==> src/hdl/zpt_pkg.sv <==
package zpt_pkg;

	localparam int MAX_WINDOW = 16;
	localparam int PRICE_BITS = 32;
	localparam int TIME_BITS  = 64;
	localparam int CFG_BITS   = 5;
	localparam int CNT_W      = $clog2(MAX_WINDOW + 1);
	localparam int WIN_W      = (CNT_W > CFG_BITS) ? CNT_W : CFG_BITS;

	localparam logic [CFG_BITS-1:0] WIN_RESET = CFG_BITS'(5);

	typedef logic [1:0] class_t;
	localparam class_t CLASS_MIXED_UP   = 2'd0;
	localparam class_t CLASS_MIXED_DOWN = 2'd1;
	localparam class_t CLASS_PEAK       = 2'd2;
	localparam class_t CLASS_TROUGH     = 2'd3;

	typedef struct packed {
		logic gt;
		logic lt;
	} cmp_t;

	typedef enum logic [1:0] {
		ST_IDLE,
		ST_CALC,
		ST_EMIT_FIRST,
		ST_EMIT_SECOND
	} state_t;

endpackage

==> src/hdl/zpt_cell.sv <==
module zpt_cell import zpt_pkg::*; (
	input  logic                  clk,
	input  logic                  shift_en,
	input  logic [PRICE_BITS-1:0] shift_in,
	input  logic [PRICE_BITS-1:0] price,
	output logic [PRICE_BITS-1:0] entry,
	output cmp_t                  cmp
);

	logic [PRICE_BITS-1:0] entry_q;

	always_ff @(posedge clk) begin
		if (shift_en) begin
			entry_q <= shift_in;
		end
	end

	assign entry  = entry_q;
	assign cmp.gt = price > entry_q;
	assign cmp.lt = price < entry_q;

endmodule

==> src/hdl/swing_pivot_zigzag_tracker.sv <==
// Latency: a request is taken in IDLE, classed and applied to the pivot in the
// next cycle, and its first result is offered the cycle after that.
// Flow: one request at a time; in_ready is high only in IDLE, which is reached
// again only after the request's results are taken while out_ready is high.
// Reset: arst_n clears the history count, pivot state and handshakes at once;
// window_length returns to 5. History entries are masked by the count.
module swing_pivot_zigzag_tracker import zpt_pkg::*; (
	input  logic                  clk,
	input  logic                  arst_n,
	input  logic                  cfg_wr_en,
	input  logic [CFG_BITS-1:0]   cfg_wr_data,
	input  logic                  in_valid,
	output logic                  in_ready,
	input  logic                  candle_valid,
	input  logic [PRICE_BITS-1:0] close_price,
	input  logic [TIME_BITS-1:0]  candle_time,
	input  logic                  end_of_data,
	output logic                  out_valid,
	input  logic                  out_ready,
	output logic [TIME_BITS-1:0]  point_time,
	output logic [PRICE_BITS-1:0] point_price,
	output logic                  is_final_point,
	output logic                  last_of_run
);

	state_t state_q, state_d;

	logic [CFG_BITS-1:0] window_length_q;
	logic [CNT_W-1:0]    hist_count_q;

	logic [PRICE_BITS-1:0] hist [MAX_WINDOW];
	cmp_t                  cmp  [MAX_WINDOW];
	logic                  accept;

	// request registers
	logic                  valid_s1, eod_s1, classed_s1, gt_any_s1, lt_any_s1, lt0_s1;
	logic [PRICE_BITS-1:0] price_s1;
	logic [TIME_BITS-1:0]  time_s1;

	// pivot
	logic                  pivot_present_q, dir_up_q;
	logic [PRICE_BITS-1:0] pivot_price_q;
	logic [TIME_BITS-1:0]  pivot_stamp_q;
	class_t                pivot_class_q;

	// results
	logic                  out_valid_q, final_q, last_q;
	logic [TIME_BITS-1:0]  out_time_q, spare_time_q;
	logic [PRICE_BITS-1:0] out_price_q, spare_price_q;

	assign accept = in_valid && in_ready;

	// history row
	for (genvar j = 0; j < MAX_WINDOW; j++) begin : g_cell
		logic [PRICE_BITS-1:0] sin;
		if (j == 0) begin : g_head
			assign sin = close_price;
		end else begin : g_body
			assign sin = hist[j-1];
		end
		zpt_cell u_cell (
			.clk      (clk),
			.shift_en (accept && candle_valid),
			.shift_in (sin),
			.price    (close_price),
			.entry    (hist[j]),
			.cmp      (cmp[j])
		);
	end

	// window mask: entries nearer than min(count, window), window clamped to 1..MAX_WINDOW
	logic [WIN_W-1:0]      win_eff, cnt_ext, n_eff;
	logic [MAX_WINDOW-1:0] mask, gt_vec, lt_vec;

	always_comb begin
		cnt_ext = WIN_W'(hist_count_q);
		if (window_length_q == '0) begin
			win_eff = WIN_W'(1);
		end else if (WIN_W'(window_length_q) > WIN_W'(MAX_WINDOW)) begin
			win_eff = WIN_W'(MAX_WINDOW);
		end else begin
			win_eff = WIN_W'(window_length_q);
		end
		n_eff = (cnt_ext < win_eff) ? cnt_ext : win_eff;
		for (int j = 0; j < MAX_WINDOW; j++) begin
			mask[j]   = WIN_W'(j) < n_eff;
			gt_vec[j] = cmp[j].gt;
			lt_vec[j] = cmp[j].lt;
		end
	end

	always_ff @(posedge clk or negedge arst_n) begin
		if (!arst_n) begin
			window_length_q <= WIN_RESET;
		end else if (cfg_wr_en) begin
			window_length_q <= cfg_wr_data;
		end
	end

	always_ff @(posedge clk or negedge arst_n) begin
		if (!arst_n) begin
			hist_count_q <= '0;
		end else if (accept) begin
			if (end_of_data) begin
				hist_count_q <= '0;
			end else if (candle_valid && hist_count_q != CNT_W'(MAX_WINDOW)) begin
				hist_count_q <= hist_count_q + CNT_W'(1);
			end
		end
	end

	always_ff @(posedge clk) begin
		if (accept) begin
			valid_s1   <= candle_valid;
			eod_s1     <= end_of_data;
			price_s1   <= close_price;
			time_s1    <= candle_time;
			classed_s1 <= hist_count_q != '0;
			gt_any_s1  <= |(gt_vec & mask);
			lt_any_s1  <= |(lt_vec & mask);
			lt0_s1     <= cmp[0].lt;
		end
	end

	// An equal close copies the verdict before it (up if nearest), so the run is
	// all up when nothing is lower, and all down when the nearest is lower and
	// nothing is higher.
	class_t cls;
	always_comb begin
		if (!lt_any_s1) begin
			cls = CLASS_PEAK;
		end else if (lt0_s1 && !gt_any_s1) begin
			cls = CLASS_TROUGH;
		end else if (!lt0_s1) begin
			cls = CLASS_MIXED_UP;
		end else begin
			cls = CLASS_MIXED_DOWN;
		end
	end

	// zigzag update
	logic                  pp_d, dir_d, emit_turn, emit_flush;
	logic [PRICE_BITS-1:0] ppr_d;
	logic [TIME_BITS-1:0]  pst_d;
	class_t                pcl_d;

	always_comb begin
		pp_d      = pivot_present_q;
		dir_d     = dir_up_q;
		ppr_d     = pivot_price_q;
		pst_d     = pivot_stamp_q;
		pcl_d     = pivot_class_q;
		emit_turn = 1'b0;
		if (valid_s1 && classed_s1) begin
			if (!pivot_present_q) begin
				pp_d  = 1'b1;
				ppr_d = price_s1;
				pst_d = time_s1;
				pcl_d = cls;
				dir_d = cls == CLASS_PEAK;
			end else if (cls == CLASS_PEAK || cls == CLASS_TROUGH) begin
				if (cls == pivot_class_q) begin
					if (dir_up_q ? (price_s1 >= pivot_price_q)
					             : (price_s1 <= pivot_price_q)) begin
						ppr_d = price_s1;
						pst_d = time_s1;
					end
				end else begin
					emit_turn = 1'b1;
					dir_d     = !dir_up_q;
					ppr_d     = price_s1;
					pst_d     = time_s1;
					pcl_d     = cls;
				end
			end
		end
		emit_flush = eod_s1 && pp_d;
	end

	always_ff @(posedge clk or negedge arst_n) begin
		if (!arst_n) begin
			pivot_present_q <= 1'b0;
			dir_up_q        <= 1'b0;
			pivot_price_q   <= '0;
			pivot_stamp_q   <= '0;
			pivot_class_q   <= CLASS_MIXED_UP;
		end else if (state_q == ST_CALC) begin
			if (eod_s1) begin
				pivot_present_q <= 1'b0;
				dir_up_q        <= 1'b0;
				pivot_price_q   <= '0;
				pivot_stamp_q   <= '0;
				pivot_class_q   <= CLASS_MIXED_UP;
			end else begin
				pivot_present_q <= pp_d;
				dir_up_q        <= dir_d;
				pivot_price_q   <= ppr_d;
				pivot_stamp_q   <= pst_d;
				pivot_class_q   <= pcl_d;
			end
		end
	end

	// next state
	always_comb begin
		state_d = state_q;
		case (state_q)
			ST_IDLE: begin
				if (accept) begin
					state_d = ST_CALC;
				end
			end
			ST_CALC: begin
				if (emit_turn || emit_flush) begin
					state_d = ST_EMIT_FIRST;
				end else begin
					state_d = ST_IDLE;
				end
			end
			ST_EMIT_FIRST: begin
				if (out_ready) begin
					state_d = last_q ? ST_IDLE : ST_EMIT_SECOND;
				end
			end
			ST_EMIT_SECOND: begin
				if (out_ready) begin
					state_d = ST_IDLE;
				end
			end
			default: state_d = ST_IDLE;
		endcase
	end

	always_ff @(posedge clk or negedge arst_n) begin
		if (!arst_n) begin
			state_q <= ST_IDLE;
		end else begin
			state_q <= state_d;
		end
	end

	// outputs
	always_comb begin
		in_ready = 1'b0;
		case (state_q)
			ST_IDLE: in_ready = 1'b1;
			default: in_ready = 1'b0;
		endcase
	end

	always_ff @(posedge clk or negedge arst_n) begin
		if (!arst_n) begin
			out_valid_q <= 1'b0;
		end else if (state_q == ST_CALC) begin
			out_valid_q <= emit_turn || emit_flush;
		end else if (out_valid_q && out_ready && last_q) begin
			out_valid_q <= 1'b0;
		end
	end

	// turn point goes first; a flush that comes with a turn follows from the spare slot
	always_ff @(posedge clk) begin
		if (state_q == ST_CALC) begin
			out_time_q    <= emit_turn ? pivot_stamp_q : pst_d;
			out_price_q   <= emit_turn ? pivot_price_q : ppr_d;
			final_q       <= !emit_turn;
			last_q        <= !(emit_turn && emit_flush);
			spare_time_q  <= pst_d;
			spare_price_q <= ppr_d;
		end else if (state_q == ST_EMIT_FIRST && out_ready && !last_q) begin
			out_time_q  <= spare_time_q;
			out_price_q <= spare_price_q;
			final_q     <= 1'b1;
			last_q      <= 1'b1;
		end
	end

	assign out_valid      = out_valid_q;
	assign point_time     = out_time_q;
	assign point_price    = out_price_q;
	assign is_final_point = final_q;
	assign last_of_run    = last_q;

endmodule

==> config.mk <==
export PLATFORM = sky130hd
export DESIGN_NAME = swing_pivot_zigzag_tracker
export DESIGN_NICKNAME = d
export VERILOG_FILES = /design/src/hdl/zpt_pkg.sv /design/src/hdl/zpt_cell.sv /design/src/hdl/swing_pivot_zigzag_tracker.sv
export SDC_FILE = /design/constraint.sdc
export NUM_CORES = 2
export LEC_CHECK = 0
export BUFFER_PORTS_ARGS = -buffer_cell sky130_fd_sc_hd__buf_2
export CAP_MARGIN = 20
export CORE_UTILIZATION = 45
export DETAILED_ROUTE_END_ITERATION = 8
export PLACE_DENSITY_LB_ADDON = 0.12
export SLEW_MARGIN = 15
export SYNTH_ARGS = -nofsm -noshare
export SYNTH_HDL_FRONTEND = slang
export SYNTH_SLANG_ARGS = --single-unit
export TNS_END_PERCENT = 5
==> constraint.sdc <==
create_clock -name clk -period 44 [get_ports clk]
set_input_delay 8.8 -clock clk [delete_from_list [all_inputs] [get_ports clk]]
set_output_delay 8.8 -clock clk [all_outputs]
set_load 0.02 [all_outputs]
Word-level counts from Yosys, hierarchy flattened

Cells that the tools add are included.

Register bits: 921
Output and inout port bits: 100
Word-level logic and storage cells: 191
Input bits: 108

Reductions and logical operators: 30
Eq/ne operators: 12
Bitwise logic cells: 2
Add/subtract/negate cells: 1
Magnitude comparators: 52
Mux-type cells: 55

Operators by type and width:

| operator                                                  | count |
|---|---|
| two-way mux 64 bit                                        | 9 |
| > comparator 32 bit                                       | 16 |
| less-than comparator 32 bit                               | 16 |
| two-way mux 32 bit                                        | 9 |
| less-than comparator 4 x 5 -> 1 bit, first input constant | 8 |
| AND 16 bit                                                | 2 |
| greater-or-equal comparator 32 bit                        | 1 |
| <= comparator 32 bit                                      | 1 |
| OR reduction 16 bit                                       | 2 |
| two-way mux 5 bit                                         | 5 |
| two-way mux 2 bit                                         | 12 |
| less-than comparator 3 x 5 -> 1 bit, first input constant | 4 |
| two-way mux 1 bit                                         | 19 |
| logical AND 1 bit                                         | 11 |
| less-than comparator 1 x 5 -> 1 bit, first input constant | 2 |
| less-than comparator 2 x 5 -> 1 bit, first input constant | 2 |
| equality test 2 bit, second input constant                | 4 |
| case mux 2 bit (4 select lines)                           | 1 |
| nonzero test 2 bit                                        | 4 |
| != test 2 bit, second input constant                      | 3 |
| adder 5 x 1 -> 5 bit, second input constant               | 1 |
| > comparator 5 bit, second input constant                 | 1 |
| logical NOT 1 bit                                         | 5 |
| logical NOT 5 bit                                         | 1 |
| 12 further kinds                                          | 13 |

Longest topological paths before layout

Word-level depth: 12
Mapped depth: 13
Gate-level depth less buffers: 11

By module

A second synthesis with hierarchy kept.

Cell total of the unflattened synthesis: 3921
Area, all modules: 46907.5 um2

Modules (own cells, without submodules):

| module                     | instances | sequential area each (um2) | cells an instance | area each (um2) |
|---|---|---|---|---|
| zpt_cell                   | 16        | 960.9                      | 147               | 1801.7 |
| swing_pivot_zigzag_tracker | 1         | 11718.7                    | 1569              | 18079.8 |

Worst setup path before layout

Ideal clock, no wire load.

Path type: input to register
Start: input in_valid
End: register g_cell[0].u_cell.entry_q[0] (enable)
Slack: 12.143 ns
Library setup time: 1.400 ns
Data arrival time: 30.457 ns
Stages: 4
Path through: nand2b_1 or2_2 clkbuf_1 nor2_1

Cells in the longest elaborated chain, start to end: 2

Ends and longest elaborated chain:

| item                          | line                             | source |
|---|---|---|
| from (decl)                   | swing_pivot_zigzag_tracker.sv:12 | `input logic in_valid,` |
| logical AND 1 bit             | swing_pivot_zigzag_tracker.sv:51 | `assign accept = in_valid && in_ready;` |
| logical AND 1 bit             | swing_pivot_zigzag_tracker.sv:63 | `.shift_en (accept && candle_valid),` |
| net g_cell[0].u_cell.shift_en | zpt_cell.sv:3                    | `input logic shift_en,` |
| to (signal assigned)          | zpt_cell.sv:14                   | `entry_q <= shift_in;` |
| to (decl)                     | zpt_cell.sv:10                   | `logic [PRICE_BITS-1:0] entry_q;` |

The timed path passes the listed nets, and every way through them passes these cells.
A chain may end at the register's enable or synchronous reset.

Worst setup path in the final report

Start: input in_valid
End: register g_cell[11].u_cell.entry_q[31] (enable)

Cells in the longest elaborated chain, start to end: 2

Ends and longest elaborated chain:

| item                          | line |
|---|---|
| logical AND 1 bit             | swing_pivot_zigzag_tracker.sv:51 |
| logical AND 1 bit             | -- |
| net g_cell[0].u_cell.shift_en | zpt_cell.sv:3 |
| to (signal assigned)          | zpt_cell.sv:14 |
| to (decl)                     | zpt_cell.sv:10 |

The timed path passes the listed nets, and every way through them passes these cells.

==> qor.yml <==
status:
  outcome: "finished clean"
timing:
  relSlewSlack_pct: 27.9
  finalMaxSlewViolations: 0
  skew_ps: 32.7
  tns_ps: 0
  grt_setup_unrepaired: "no"
  fin_crit_ps: 11780
  max_freq_mhz: 84.9
  period_share_pct: 26.8
  final-hold-violation-count: 0
  tightestPinTransition_ps: 1080
  setup_violations: 0
global_routing:
  grt_pass1_vias: 30300
  grt_util_all_layers_pct: 20.0
  antenna_found_initial: 1
  grt_max_degree: 225
  grt_pass1_wl_microns: 162000
  gr-total-overflow: 0
critical_path:
  r2r_start: "price_s1[27]$_DFFE_PP_"
  reg2regPathDepth: 12
  cp_top_family: "buffers and inverters"
  crit_type: "in -> reg"
  cp-start-kind: "primary input"
  crit_path_max_incr_delay_ps: 890
  crit_chain: "buf_2, nand2b_1, or2_2, nor2_4, buf_4, buf_4"
  cpMaxStageDelayCell: "buf_4"
  worst-r2r-setup-slack_ps: 39140
  cp.required_ps: 44300
  crit_path_end_kind: "flip-flop"
  path_max_fanout: 78
  crit_arrival_ps: 12080
  reg2reg_to: "pivot_price_q[24]$_DFFE_PN0P_"
  cp_common_cell: "buf_4"
  crit_buf_inv: 3
hold_path:
  min_from: "g_cell[12].u_cell.entry[5]$_DFFE_PP_"
  hold_end: "g_cell[13].u_cell.entry[5]$_DFFE_PP_"
  min_path_type: "reg -> reg"
  min_path_cells: 0
yosys:
  netlist_top_cells_count: "808 x edfxtp_1, 555 x inv_1, 550 x ha_1"
  synth_most_common_cell: "edfxtp_1"
  synth-edff-count: 808
  synth-seq-cells: 921
  synth_fp_nets: 4549
  yosysTopAreaCell: "edfxtp_1"
  synthFlopType: "edfxtp_1"
  synthCells: 3891
  synth_seq_area_share_pct: 58.6
  ys_top_cells_by_area: "edfxtp_1 53%, ha_1 15%, dfrtp_1 6.0%, inv_1 4.5%, a21oi_1 3.0%"
  synth-async-reset-ratio_pct: 12.3
  ys.warnings.count: 0
  syn-cell-area_sq_mm: 0.0462
  syn_avg_cell_area_sq_um: 11.9
  synth.distinct_cells: 70
  synth_top_cell_area_share_pct: 52.5
floorplan:
  core.rowCount: 117
  die_y_microns: 322
  start_util_pct: 45.4
  io_pins: 208
  core_sq_mm: 0.102
  dieArea_sq_mm: 0.104
  die_w_microns: 322
routing:
  ant_nets: 0
  first_pass_iters: 8
  wl_per_cell_microns: 18.7
  first_iter_violations: 1907
  vias_per_cell: 5.45
  wl_microns: 104000
  dr_total_vias: 30300
  drcViolationCount: 0
cells_and_area:
  multi_input_area_sq_mm: 0.0166
  num_antenna_cells: 0
  regArea_sq_mm: 0.0271
  layout-drive-gt1-share_pct: 9.80
  final_nets: 4770
  area_growth_pct: 12.8
  nFillCells: 8967
clocking:
  clockRootBuffer: "clkbuf_16"
  cts.path.max_buffers: 3
  htreeDepth: 3
  cts_tree: "done"
  cts_made_buffers: 102
  post_cts_resized: 0
  clk_latency_ps: 700
  cts_hold_buf: 0
  clk_pin_slew_worst_paths_ps: 60
  cts_setup_buffers: 0
  cts_sinks: 921
placed_design:
  place_congestion: 0.979
  hpwl_microns: 69000
  numPortBuffers: 207
power_and_ir_drop:
  ir_drop_uv: 37.1
  power_density_mw_per_mm2: 59.1
  leakage_nw: 22.2
  power_w: 0.00308
run:
  max_cap_viol_count: 0
[power breakdown]
part	switching (W)	total, W	internal (W)	leakage, nW
Sequential	0.000114	0.00138	0.00127	9.06
Combinational	0.000559	0.000840	0.000280	11.5
Clock	0.000356	0.000857	0.000501	1.63
Total	0.00103	0.00308	0.00205	22.2
[layout make-up]
cell class	instances	area share, %
repair buffers	232	2.45
flip-flops and latches	921	52.0
inverters	556	4.02
clock buffers	139	5.40
well taps	1368	3.28
multi-input cells	2299	31.9
clock inverters	49	1.03
[flip-flops by register name (all words and copies together), names as in the netlist, 2 cells and up]
register and flops:
g_cell.u_cell.entry 512, pivot_stamp_q 64, point_time 64, spare_time_q 64, time_s1 64, pivot_price_q 32, point_price 32, price_s1 32
spare_price_q 32, cnt_ext 5, window_length_q 5, pivot_class_q 2, state_q 2
[cells by family after synthesis]
kind of cell	Yosys count	synth area share [%]
compound gates	921	12.4
xor+xnor	1	0.0190
fa+ha+maj	550	14.9
buf+inv	671	5.60
flops	921	58.6
mux	8	0.187
simple gates	819	8.26
[layout by cell type (no fill, tap or decap), drive strengths merged, types with 32 or more instances in the layout]
| cell | n |
|---|---|
| ha | 550 |
| nor2 | 165 |
| clkbuf | 139 |
| nand3 | 64 |
| nand2 | 347 |
| inv | 558 |
| a31oi | 110 |
| a21o | 55 |
| a211oi | 36 |
| clkinv | 32 |
| a22o | 97 |
| a21oi | 278 |
| nand4 | 92 |
| buf | 232 |
| dfrtp | 111 |
| o21ai | 230 |
| edfxtp | 808 |
[per-layer routing]
metal	track usage [%]	share of wire [%]	up-vias
met2	35.6	50	610
met4	5.33	2.4	2
met5	0	0.0077	-
met1	24.5	43	14800
li1	-	-	14700
met3	3.89	5.1	167
[through the flow]
stage	setup slack, ps	util (%)	cells	instance area [sq um]	hold WS (ps)
global placement	31530	47.9	5374	48700	429
CTS	32230	51.2	5563	52100	438
floorplan	12140	-	3891	46200	426
global route	31970	51.2	5564	52100	448
finish	32220	51.2	5564	52100	436
detailed placement	31490	47.9	5375	48700	432
[worst max path at each step]
stage	endpoint	cells after the start	slack, ps	from
floorplan	g_cell[0].u_cell.entry[0]$_DFFE_PP_	4	12140	in_valid
global placement	g_cell[0].u_cell.entry[27]$_DFFE_PP_	6	31530	in_valid
detailed placement	g_cell[0].u_cell.entry[27]$_DFFE_PP_	6	31490	in_valid
CTS	g_cell[6].u_cell.entry[21]$_DFFE_PP_	6	32230	in_valid
global route	g_cell[9].u_cell.entry[30]$_DFFE_PP_	6	31970	in_valid
finish	g_cell[11].u_cell.entry[31]$_DFFE_PP_	6	32220	in_valid
(Power assumes the default switching activity.)
